File: src/scs_pkg.sv
// Shared types and constants of the comment stripper.
// No dependencies; scs_scan, the top level and the checker import it.
package scs_pkg;

  localparam logic [7:0] CH_SLASH   = 8'h2F;
  localparam logic [7:0] CH_STAR    = 8'h2A;
  localparam logic [7:0] CH_NEWLINE = 8'h0A;

  // Result queue: room for the two results one byte can produce, plus slack.
  localparam int QDEPTH = 4;
  localparam int CNT_W  = $clog2(QDEPTH + 1);

  typedef struct packed {
    logic [7:0] char_out;
    logic       has_char;
    logic       last_out;
  } result_t;

  // Results produced by one accepted byte.
  typedef struct packed {
    logic [1:0] cnt;
    result_t    e0;
    result_t    e1;
  } push_t;

endpackage

File: src/scs_if.sv
// Valid/ready channel interfaces for the comment stripper.
// Depends on nothing but the port widths fixed by the block.
interface scs_in_if;
  logic       valid;
  logic       ready;
  logic [7:0] char_in;
  logic       end_of_text;

  modport source (output valid, output char_in, output end_of_text, input ready);
  modport sink   (input valid, input char_in, input end_of_text, output ready);
endinterface

interface scs_out_if;
  logic       valid;
  logic       ready;
  logic [7:0] char_out;
  logic       has_char;
  logic       last_out;

  modport source (output valid, output char_out, output has_char, output last_out,
                  input ready);
  modport sink   (input valid, input char_out, input has_char, input last_out,
                  output ready);
endinterface

File: src/scs_scan.sv
// Scanner state and per-byte result logic of the comment stripper.
// Depends on scs_pkg for the character constants and the result types.
module scs_scan
  import scs_pkg::*;
(
  input  logic       clk,
  input  logic       rst_n,
  input  logic       in_fire,
  input  logic [7:0] char_in,
  input  logic       end_of_text,
  output push_t      push
);

  localparam logic [2:0] MODE_NORMAL = 3'd0;
  localparam logic [2:0] MODE_SLASH  = 3'd1;
  localparam logic [2:0] MODE_LINE   = 3'd2;
  localparam logic [2:0] MODE_BLOCK  = 3'd3;
  localparam logic [2:0] MODE_STAR   = 3'd4;

  logic [2:0] mode_r;
  logic [2:0] mode_nxt;
  logic [2:0] mode_scan;
  logic [1:0] np;
  result_t    e0;
  result_t    e1;

  always_comb begin
    np        = 2'd0;
    e0        = '{char_out: char_in, has_char: 1'b1, last_out: 1'b0};
    e1        = '{char_out: char_in, has_char: 1'b1, last_out: 1'b0};
    mode_scan = mode_r;

    unique case (mode_r)
      MODE_SLASH: begin
        if (char_in == CH_SLASH) begin
          mode_scan = MODE_LINE;
        end else if (char_in == CH_STAR) begin
          mode_scan = MODE_BLOCK;
        end else begin
          // The held slash was not an opener: release it ahead of this byte.
          e0.char_out = CH_SLASH;
          np          = 2'd2;
          mode_scan   = MODE_NORMAL;
        end
      end
      MODE_LINE: begin
        if (char_in == CH_NEWLINE) mode_scan = MODE_NORMAL;
      end
      MODE_BLOCK: begin
        if (char_in == CH_STAR) mode_scan = MODE_STAR;
      end
      MODE_STAR: begin
        if (char_in == CH_SLASH) begin
          mode_scan = MODE_NORMAL;
        end else if (char_in != CH_STAR) begin
          mode_scan = MODE_BLOCK;
        end
      end
      default: begin
        if (char_in == CH_SLASH) begin
          mode_scan = MODE_SLASH;
        end else begin
          np        = 2'd1;
          mode_scan = MODE_NORMAL;
        end
      end
    endcase

    mode_nxt = mode_scan;
    if (end_of_text) begin
      // A slash still pending at the end of the text is plain text.
      if (mode_scan == MODE_SLASH) begin
        e0.char_out = CH_SLASH;
        np          = 2'd1;
      end
      if (np == 2'd0) begin
        e0 = '{char_out: 8'h00, has_char: 1'b0, last_out: 1'b0};
        np = 2'd1;
      end
      if (np == 2'd2) begin
        e1.last_out = 1'b1;
      end else begin
        e0.last_out = 1'b1;
      end
      mode_nxt = MODE_NORMAL;
    end
  end

  always_ff @(posedge clk) begin
    if (!rst_n) begin
      mode_r <= MODE_NORMAL;
    end else if (in_fire) begin
      mode_r <= mode_nxt;
    end
  end

  assign push.cnt = in_fire ? np : 2'd0;
  assign push.e0  = e0;
  assign push.e1  = e1;

endmodule

File: src/source_comment_stripper.sv
// Top level of the C/C++ comment stripper: scanner plus result queue.
// Depends on scs_pkg, scs_if.sv and scs_scan.
//
// Usage:
//   in_ch takes one byte of source text per transfer, with end_of_text set
//   on the final byte of a text. out_ch gives the kept bytes in order, one
//   per transfer; the final result of a text has last_out set, and a result
//   with has_char clear is a bare end marker carrying no byte.
//   Each result is written into the queue register when the byte that
//   caused it is transferred in, and is offered on out_ch from the queue head.
//   Throughput: one input byte per cycle while in_ch.ready is high. A byte
//   yields zero, one or two results; the output drains one result per cycle
//   while out_ch.ready is high, through a four-entry queue, so a byte that
//   releases a held slash leaves a second result to drain. in_ch.ready is
//   high whenever the queue has room for two results, and does not depend
//   on out_ch.ready. Reset empties the queue and returns the scanner to
//   plain text with no pending slash. When the receiver stalls, the head
//   result holds steady and input is taken until the queue is nearly full.
module source_comment_stripper
  import scs_pkg::*;
(
  input  logic      clk,
  input  logic      rst_n,
  scs_in_if.sink    in_ch,
  scs_out_if.source out_ch
);

  push_t            push;
  result_t          q_r [QDEPTH];
  result_t          q_nxt [QDEPTH];
  result_t          shifted [QDEPTH];
  logic [CNT_W-1:0] cnt_r;
  logic [CNT_W-1:0] cnt_nxt;
  logic [CNT_W-1:0] base;
  logic             in_fire;
  logic             pop;

  assign in_ch.ready = (cnt_r <= CNT_W'(QDEPTH - 2));
  assign in_fire     = in_ch.valid && in_ch.ready;
  assign out_ch.valid = (cnt_r != '0);
  assign pop          = out_ch.valid && out_ch.ready;

  scs_scan u_scan (
    .clk         (clk),
    .rst_n       (rst_n),
    .in_fire     (in_fire),
    .char_in     (in_ch.char_in),
    .end_of_text (in_ch.end_of_text),
    .push        (push)
  );

  always_comb begin
    for (int i = 0; i < QDEPTH - 1; i++) begin
      shifted[i] = pop ? q_r[i + 1] : q_r[i];
    end
    shifted[QDEPTH - 1] = q_r[QDEPTH - 1];
  end

  assign base    = cnt_r - CNT_W'(pop);
  assign cnt_nxt = base + CNT_W'(push.cnt);

  always_comb begin
    for (int i = 0; i < QDEPTH; i++) begin
      q_nxt[i] = shifted[i];
      if (push.cnt != 2'd0 && base == CNT_W'(i)) begin
        q_nxt[i] = push.e0;
      end
      if (push.cnt == 2'd2 && base + CNT_W'(1) == CNT_W'(i)) begin
        q_nxt[i] = push.e1;
      end
    end
  end

  always_ff @(posedge clk) begin
    if (!rst_n) begin
      cnt_r <= '0;
    end else begin
      cnt_r <= cnt_nxt;
    end
  end

  always_ff @(posedge clk) begin
    for (int i = 0; i < QDEPTH; i++) begin
      q_r[i] <= q_nxt[i];
    end
  end

  assign out_ch.char_out = q_r[0].char_out;
  assign out_ch.has_char = q_r[0].has_char;
  assign out_ch.last_out = q_r[0].last_out;

endmodule

File: src/flat_wrapper.sv
// flat-port wrapper written by rule: the top's interface ports become plain ports
module source_comment_stripper_flat import scs_pkg::*;
  (clk, rst_n, in_ch_valid, in_ch_char_in, in_ch_end_of_text, in_ch_ready, out_ch_valid, out_ch_char_out, out_ch_has_char, out_ch_last_out, out_ch_ready);
  scs_in_if in_ch_i ();
  scs_out_if out_ch_i ();
  input  logic clk;
  input  logic rst_n;
  input wire logic [$bits(in_ch_i.valid)-1:0] in_ch_valid;
  input wire logic [$bits(in_ch_i.char_in)-1:0] in_ch_char_in;
  input wire logic [$bits(in_ch_i.end_of_text)-1:0] in_ch_end_of_text;
  output wire logic [$bits(in_ch_i.ready)-1:0] in_ch_ready;
  output wire logic [$bits(out_ch_i.valid)-1:0] out_ch_valid;
  output wire logic [$bits(out_ch_i.char_out)-1:0] out_ch_char_out;
  output wire logic [$bits(out_ch_i.has_char)-1:0] out_ch_has_char;
  output wire logic [$bits(out_ch_i.last_out)-1:0] out_ch_last_out;
  input wire logic [$bits(out_ch_i.ready)-1:0] out_ch_ready;
  assign in_ch_i.valid = in_ch_valid;
  assign in_ch_i.char_in = in_ch_char_in;
  assign in_ch_i.end_of_text = in_ch_end_of_text;
  assign in_ch_ready = in_ch_i.ready;
  assign out_ch_valid = out_ch_i.valid;
  assign out_ch_char_out = out_ch_i.char_out;
  assign out_ch_has_char = out_ch_i.has_char;
  assign out_ch_last_out = out_ch_i.last_out;
  assign out_ch_i.ready = out_ch_ready;
  source_comment_stripper u_core (.clk(clk), .rst_n(rst_n), .in_ch(in_ch_i), .out_ch(out_ch_i));
endmodule
File: config.mk
export PLATFORM = sky130hd
export DESIGN_NAME = source_comment_stripper_flat
export DESIGN_NICKNAME = d
export VERILOG_FILES = /design/src/scs_pkg.sv /design/src/scs_if.sv /design/src/scs_scan.sv /design/src/source_comment_stripper.sv /design/src/flat_wrapper.sv
export SDC_FILE = /design/constraint.sdc
export NUM_CORES = 1
export LEC_CHECK = 0
export ABC_AREA = 1
export BUFFER_PORTS_ARGS = -buffer_cell sky130_fd_sc_hd__clkbuf_2
export CAP_MARGIN = 20
export CORE_MARGIN = 2
export CORE_UTILIZATION = 35
export CTS_CLUSTER_DIAMETER = 200
export DETAILED_ROUTE_END_ITERATION = 6
export HOLD_SLACK_MARGIN = 0.08
export PLACE_DENSITY = 0.58
export SYNTH_ARGS = -nofsm -noshare
export SYNTH_HDL_FRONTEND = slang
export SYNTH_SLANG_ARGS = --single-unit
File: constraint.sdc
create_clock -name clk -period 7.5 [get_ports clk]
set_input_delay 0.75 -clock clk [delete_from_list [all_inputs] [get_ports clk]]
set_output_delay 0.75 -clock clk [all_outputs]
set_load 0.02 [all_outputs]
==> flow_metrics.py, run 1 <==
metrics = {
    "clock_network": {
        "clock_sinks": 46,
        "clk_pin_slew_ns": 0.09,
        "root_buffer": "clkbuf_8",
        "cts_buffers": 5,
        "cts-htree-levels": 2,
        "cts_buffer_depth": 2,
        "tritoncts": "yes",
        "postCtsHoldBufs": 0,
        "postCtsSetupBuffers": 0,
        "cts_resized": 0,
        "worstSkewPairLatency_ns": 0.31,
    },
    "cells_and_area": {
        "fin_area_sq_mm": 0.00317,
        "final_cells": 512,
        "area_delta_synth_final_pct": 9.71,
        "multi_input_area_sq_mm": 0.00133,
        "final_cell_mix": "nand2_1 (130), nand3_1 (79), inv_1 (51)",
        "antenna_cells": 0,
        "fillers": 902,
        "mostFrequentLayoutCell": "nand2_1",
        "ff_latch_area_sq_mm": 0.00128,
        "final_net_count": 424,
        "fin_util_pct": 39.1,
        "drive_above_1_share_pct": 11.1,
    },
    "critical_path": {
        "cp-startpoint": "u_core.cnt_r[2]",
        "timing.rr.start": "u_core.cnt_r[2]",
        "worst_path_largest_cell_delay_ns": 0.58,
        "path_cells": "nor2_1 -> nand2_1 -> nand2_1 -> inv_1 -> ha_1 -> ha_1 -> inv_1 -> nor2_1 -> inv_1 -> nor2_1 -> nand2_1 -> nand3_1",
        "timing.rr.end": "u_core.q_r[1][8]",
        "critPathArrivalTime_ns": 3.63,
        "worstSetupEndpointType": "flop",
        "path_class": "reg -> reg",
        "reg2regPathDepth": 12,
        "path_max_fanout": 12,
        "cp_top_family": "simple AND/OR/NAND/NOR gates",
        "slowest_stage": "nor2_1",
        "required_ns": 7.48,
        "cp-endpoint": "u_core.q_r[1][8]",
        "critPathLaunchType": "flop",
        "ff2ff_setup_slack_ns": 3.85,
        "worst-path-buf-inv": 3,
        "path_depth": 12,
    },
    "sta": {
        "min_period_ns": 3.65,
        "finalSetupTns_ns": 0,
        "clock.fmax_mhz": 274,
        "tightest_slew_ns": 0.853,
        "setup_viol": 0,
        "skew_ns": 0.0120,
        "period_share_pct": 48.6,
        "final_max_slew_viol_count": 0,
        "finalWorstSetupSlack_ns": 3.85,
        "timing.hold.ws_ns": 0.469,
        "hold_viol": 0,
        "max_slew_margin_pct": 43.2,
        "rsz0062_at_grt": "false",
    },
    "power_and_ir_drop": {
        "switchingPower_mw": 0.534,
        "seq_power_share_pct": 38.1,
        "power.total_mw": 1.17,
        "power_leakage_nw": 1.52,
        "clkPwrFrac_pct": 13.3,
        "combPwrFrac_pct": 48.7,
        "internal_power_mw": 0.641,
        "sw_frac_of_total_pct": 45.4,
        "ir_worst_vdd_mv": 0.130,
        "p_per_area_mw_per_mm2": 371,
    },
    "placed_design": {
        "dp_hpwl_um": 5800,
        "gp_congestion": 0.893,
        "dpl_cell_area_sq_mm": 0.00308,
        "dp_slack_ns": 3.63,
        "numPortBuffers": 24,
        "dp_cells": 504,
    },
    "synth": {
        "yosysWarnings": 0,
        "yosys.area_share.adder_pct": 2.43,
        "synth_simple_gate_area_share_pct": 38.1,
        "synth_top_area_cell": "edfxtp_1",
        "ys.flop_type": "edfxtp_1",
        "yosysUniqueCellTypes": 28,
        "seq_area_frac_synth_pct": 44.4,
        "synth_xor_area_share_pct": 0.304,
        "synth_top_area_share_pct": 37.5,
        "ys_seq_elements": 46,
        "avgSynthCellArea_sq_um": 7.47,
        "syn_inst": 386,
        "syn_nets": 404,
        "synth_top_family_by_area": "simple AND/OR/NAND/NOR gates",
        "netlist_top_cells_area": "edfxtp_1 (37%), nand2_1 (17%), nand3_1 (14%)",
        "synth_edf_count": 36,
        "synth_compound_area_share_pct": 5.38,
        "syn-cell-area_sq_mm": 0.00289,
        "synth_mux_area_share_pct": 0,
        "async_flop_share_pct": 0,
    },
    "floorplanning": {
        "die_h_um": 94.8,
        "io_pins": 25,
        "fp.dieArea_sq_mm": 0.00899,
        "start_util_pct": 35.7,
        "die_w_um": 94.8,
        "core_area_sq_mm": 0.00809,
        "num_rows": 33,
    },
    "global_routing": {
        "grt_overflow": 0,
        "first_global_vias": 2395,
        "grt_use_met2_pct": 28.8,
        "grt_usage_pct": 17.6,
        "grt.met3_usage_pct": 4.39,
        "grt.busiest_layer": "met2",
        "grt_util_met1_pct": 22.7,
        "grt_max_degree": 36,
        "grt_pass1_wl_um": 11900,
        "antenna_found_initial": 0,
    },
    "routing": {
        "drtPass1Iterations": 4,
        "via_per_inst": 5.04,
        "drc": 0,
        "avgRoutedWirePerCell_um": 14.7,
        "num_vias": 2582,
        "final_antenna_net_count": 0,
        "wl_um": 7550,
        "drt_iter0_markers": 119,
    },
    "outcome": {
        "status": "finished clean",
    },
    "hold_path": {
        "hold_class": "reg -> reg",
    },
    "run": {
        "cap_violations": 0,
    },
}
[layer usage]
| metal | routed length (um) | part of all wire (%) | vias to the layer above |
|---|---|---|---|
| met3 | 489 | 6.5 | 17 |
| met5 | 0 | 0 | - |
| met2 | 3580 | 47 | 83 |
| met1 | 3300 | 44 | 1186 |
| li1 | - | - | 1296 |
| met4 | 182 | 2.4 | 0 |
[power by group through the flow]
stage	Clock [mW]	Combinational, mW	Sequential [mW]
after floorplan	0	0.397	0.486
after global placement	0	0.558	0.453
after detailed placement	0	0.566	0.454
after CTS	0.159	0.568	0.448
after global routing	0.168	0.643	0.453
final	0.156	0.572	0.447
[cell families (layout without fill, tap and decap cells)]
logic type	count (synthesis)	after routing
compound gates	25	25
xor+xnor	1	1
fa+ha+maj	5	5
buf+inv	68	89
flops	46	46
simple gates	241	241
[sequential cells by signal, summed over array words and instances (netlist names)]
register              count
u_core.q_r               40
u_core.u_scan.mode_r      3
u_core.cnt_r              3
[final cells by class]
class,count,share of cell area (%)
multi-input combinational,272,42.1
sequential,46,40.5
inverter,57,6.76
tap,105,4.15
timing repair buffer,24,3.79
clock buffer,6,2.29
clock inverter,2,0.435
[synthesized netlist by cell type (2+ instances only)]
master	instances
nand2_1	130
nand3_1	79
inv_1	51
edfxtp_1	36
nor2_1	19
dfxtp_1	10
o21ai_0	10
buf_2	7
a21oi_1	6
inv_2	5
o22ai_1	5
ha_1	4
nand4_1	4
clkbuf_1	3
nor2_4	2
nor2_8	2
o21bai_1	2
[tightest hold or removal path: cells and delay by family (launching register included)]
family / cells / cell delay [ns]
DFF: 1 / 0.34
and+or+nand+nor: 2 / 0.10
[worst min-delay path by stage]
stage / start / end / slack [ns] / cells after the start
4_1_cts: u_core.q_r[3][1] / u_core.q_r[3][1] / 0.48 / 2
3_3_place_gp: u_core.q_r[3][1] / u_core.q_r[3][1] / 0.45 / 2
6_report: u_core.q_r[3][1] / u_core.q_r[3][1] / 0.47 / 2
3_5_place_dp: u_core.q_r[3][1] / u_core.q_r[3][1] / 0.46 / 2
2_1_floorplan: u_core.q_r[3][1] / u_core.q_r[3][1] / 0.43 / 2
5_1_grt: u_core.q_r[3][1] / u_core.q_r[3][1] / 0.51 / 2
Note: power is estimated with default switching activity, not from simulation.
==> run 2, diff against run 1 <==
- PLACE_DENSITY: 0.58 -> 0.59
- clock period: 7.5 -> 3.07 ns (I/O delays scaled with it)
==> flow_metrics.py, run 2 (synthesis results as in run 1) <==
metrics = {
    "clock_network": {
        "clk_pin_slew_ns": 0.09,
        "tritoncts": "yes",
        "worstSkewPairLatency_ns": 0.31,
        "cts_buffers": 5,
        "cts_buffer_depth": 2,
        "root_buffer": "clkbuf_8",
        "cts-htree-levels": 2,
        "clock_sinks": 46,
        "postCtsSetupBuffers": 0,
    },
    "routing": {
        "final_antenna_net_count": 0,
        "via_per_inst": 4.96,
        "drt_iter0_markers": 285,
        "wl_um": 7560,
        "num_vias": 2591,
        "avgRoutedWirePerCell_um": 14.5,
        "drtPass1Iterations": 5,
        "drc": 0,
    },
    "sta": {
        "max_slew_margin_pct": 55.3,
        "period_share_pct": 90.6,
        "clock.fmax_mhz": 360,
        "finalSetupTns_ns": 0,
        "skew_ns": 0.0134,
        "min_period_ns": 2.78,
        "final_max_slew_viol_count": 0,
        "tightest_slew_ns": 0.663,
        "finalWorstSetupSlack_ns": 0.289,
        "setup_viol": 0,
        "rsz0062_at_grt": "false",
        "hold_viol": 0,
    },
    "cells_and_area": {
        "antenna_cells": 0,
        "final_cells": 522,
        "area_delta_synth_final_pct": 13.5,
        "mostFrequentLayoutCell": "nand2_1",
        "fin_area_sq_mm": 0.00327,
        "reg_top3": "u_core.q_r (40), u_core.cnt_r (3), u_core.u_scan.mode_r (3)",
        "top_register": "u_core.q_r",
        "final_net_count": 434,
        "drive_above_1_share_pct": 13.7,
        "final_cell_mix": "nand2_1 (130), nand3_1 (77), inv_1 (51)",
        "largest_reg_flops": 40,
    },
    "hold_path": {
        "min_to": "u_core.cnt_r[0]",
        "hold_class": "in -> reg",
        "min-delay-start": "rst_n",
        "hold_depth": 3,
    },
    "floorplanning": {
        "die_h_um": 94.8,
        "start_util_pct": 35.7,
        "fp.dieArea_sq_mm": 0.00899,
        "num_rows": 33,
        "die_w_um": 94.8,
        "io_pins": 25,
        "core_area_sq_mm": 0.00809,
    },
    "global_routing": {
        "grt_pass1_wl_um": 12000,
        "grt_max_degree": 22,
        "first_global_vias": 2467,
        "grt_overflow": 0,
        "antenna_found_initial": 0,
        "grt_usage_pct": 17.5,
    },
    "placed_design": {
        "dp_cells": 514,
        "numPortBuffers": 24,
        "dpl_cell_area_sq_mm": 0.00315,
        "gp_congestion": 0.867,
        "dp_hpwl_um": 5840,
        "dp_slack_ns": 0.184,
    },
    "power_and_ir_drop": {
        "power_leakage_nw": 1.58,
        "ir_worst_vdd_mv": 0.492,
        "power.total_mw": 3.05,
        "p_per_area_mw_per_mm2": 931,
    },
    "critical_path": {
        "ff2ff_setup_slack_ns": 0.29,
        "worstSetupEndpointType": "flop",
        "path_max_fanout": 10,
        "cp-startpoint": "u_core.cnt_r[2]",
        "path_class": "reg -> reg",
        "reg2regPathDepth": 12,
        "required_ns": 3.04,
        "timing.rr.end": "u_core.q_r[3][2]",
        "timing.rr.start": "u_core.cnt_r[2]",
        "critPathLaunchType": "flop",
        "critPathArrivalTime_ns": 2.75,
    },
    "run": {
        "cap_violations": 0,
    },
    "outcome": {
        "status": "finished clean",
    },
}
[run 2: what timing repair did]
action | CTS | global route
resized for setup | 0 | 2
hold buffers | 0 | 0
setup endpoints to repair | 0 | 17
[run 2: per-layer routing]
metal | track usage, % | part of all wire [%] | vias to the layer above
li1 | - | - | 1330
met1 | 23.0 | 45 | 1162
met2 | 29.0 | 48 | 79
met3 | 2.95 | 4.9 | 20
met4 | 5.80 | 2.3 | 0
met5 | 0 | 0 | -
[run 2: critical path, stage by stage (launching register included)]
cell and delay (ns):
dfxtp_1 0.33, nor2_1 0.10, nand2_1 0.07, nand2_1 0.08, inv_1 0.08, ha_1 0.20, ha_1 0.35, nor2_1 0.09
ha_1 0.39, nand2_4 0.15, nor2_4 0.17, inv_2 0.11, nand2_1 0.33
[run 2: how the worst max path moves through the flow]
stage	end	slack, ns
2_1_floorplan	u_core.q_r[0][0]	0.19
3_3_place_gp	u_core.q_r[1][2]	0.27
3_5_place_dp	u_core.q_r[1][9]	0.18
4_1_cts	u_core.q_r[1][9]	0.18
5_1_grt	u_core.q_r[0][0]	0.04
6_report	u_core.q_r[3][2]	0.29
[run 2: power breakdown]
group | leakage (nW) | switching [mW] | internal, mW | total (mW)
clock | 0.0514 | 0.212 | 0.243 | 0.455
combinational | 1.11 | 1.03 | 0.465 | 1.49
sequential | 0.422 | 0.0762 | 1.03 | 1.10
[run 2: final cells by class]
type                    instances  area, sq um
multi-input cells             272         1340
clock inverters                 2         37.5
inverters                      57          214
clock buffers                   6         72.6
repair buffers                 34          195
well taps                     105          131
flip-flops and latches         46         1280
fillers                       886         4820
[run 2: through the flow]
step	hold WS (ns)	utilization [%]
final	0.225	40.5
after global routing	0.254	40.5
after CTS	0.225	40.3
after detailed placement	0.493	39.0
after global placement	0.494	39.0
after floorplan	0.405	-
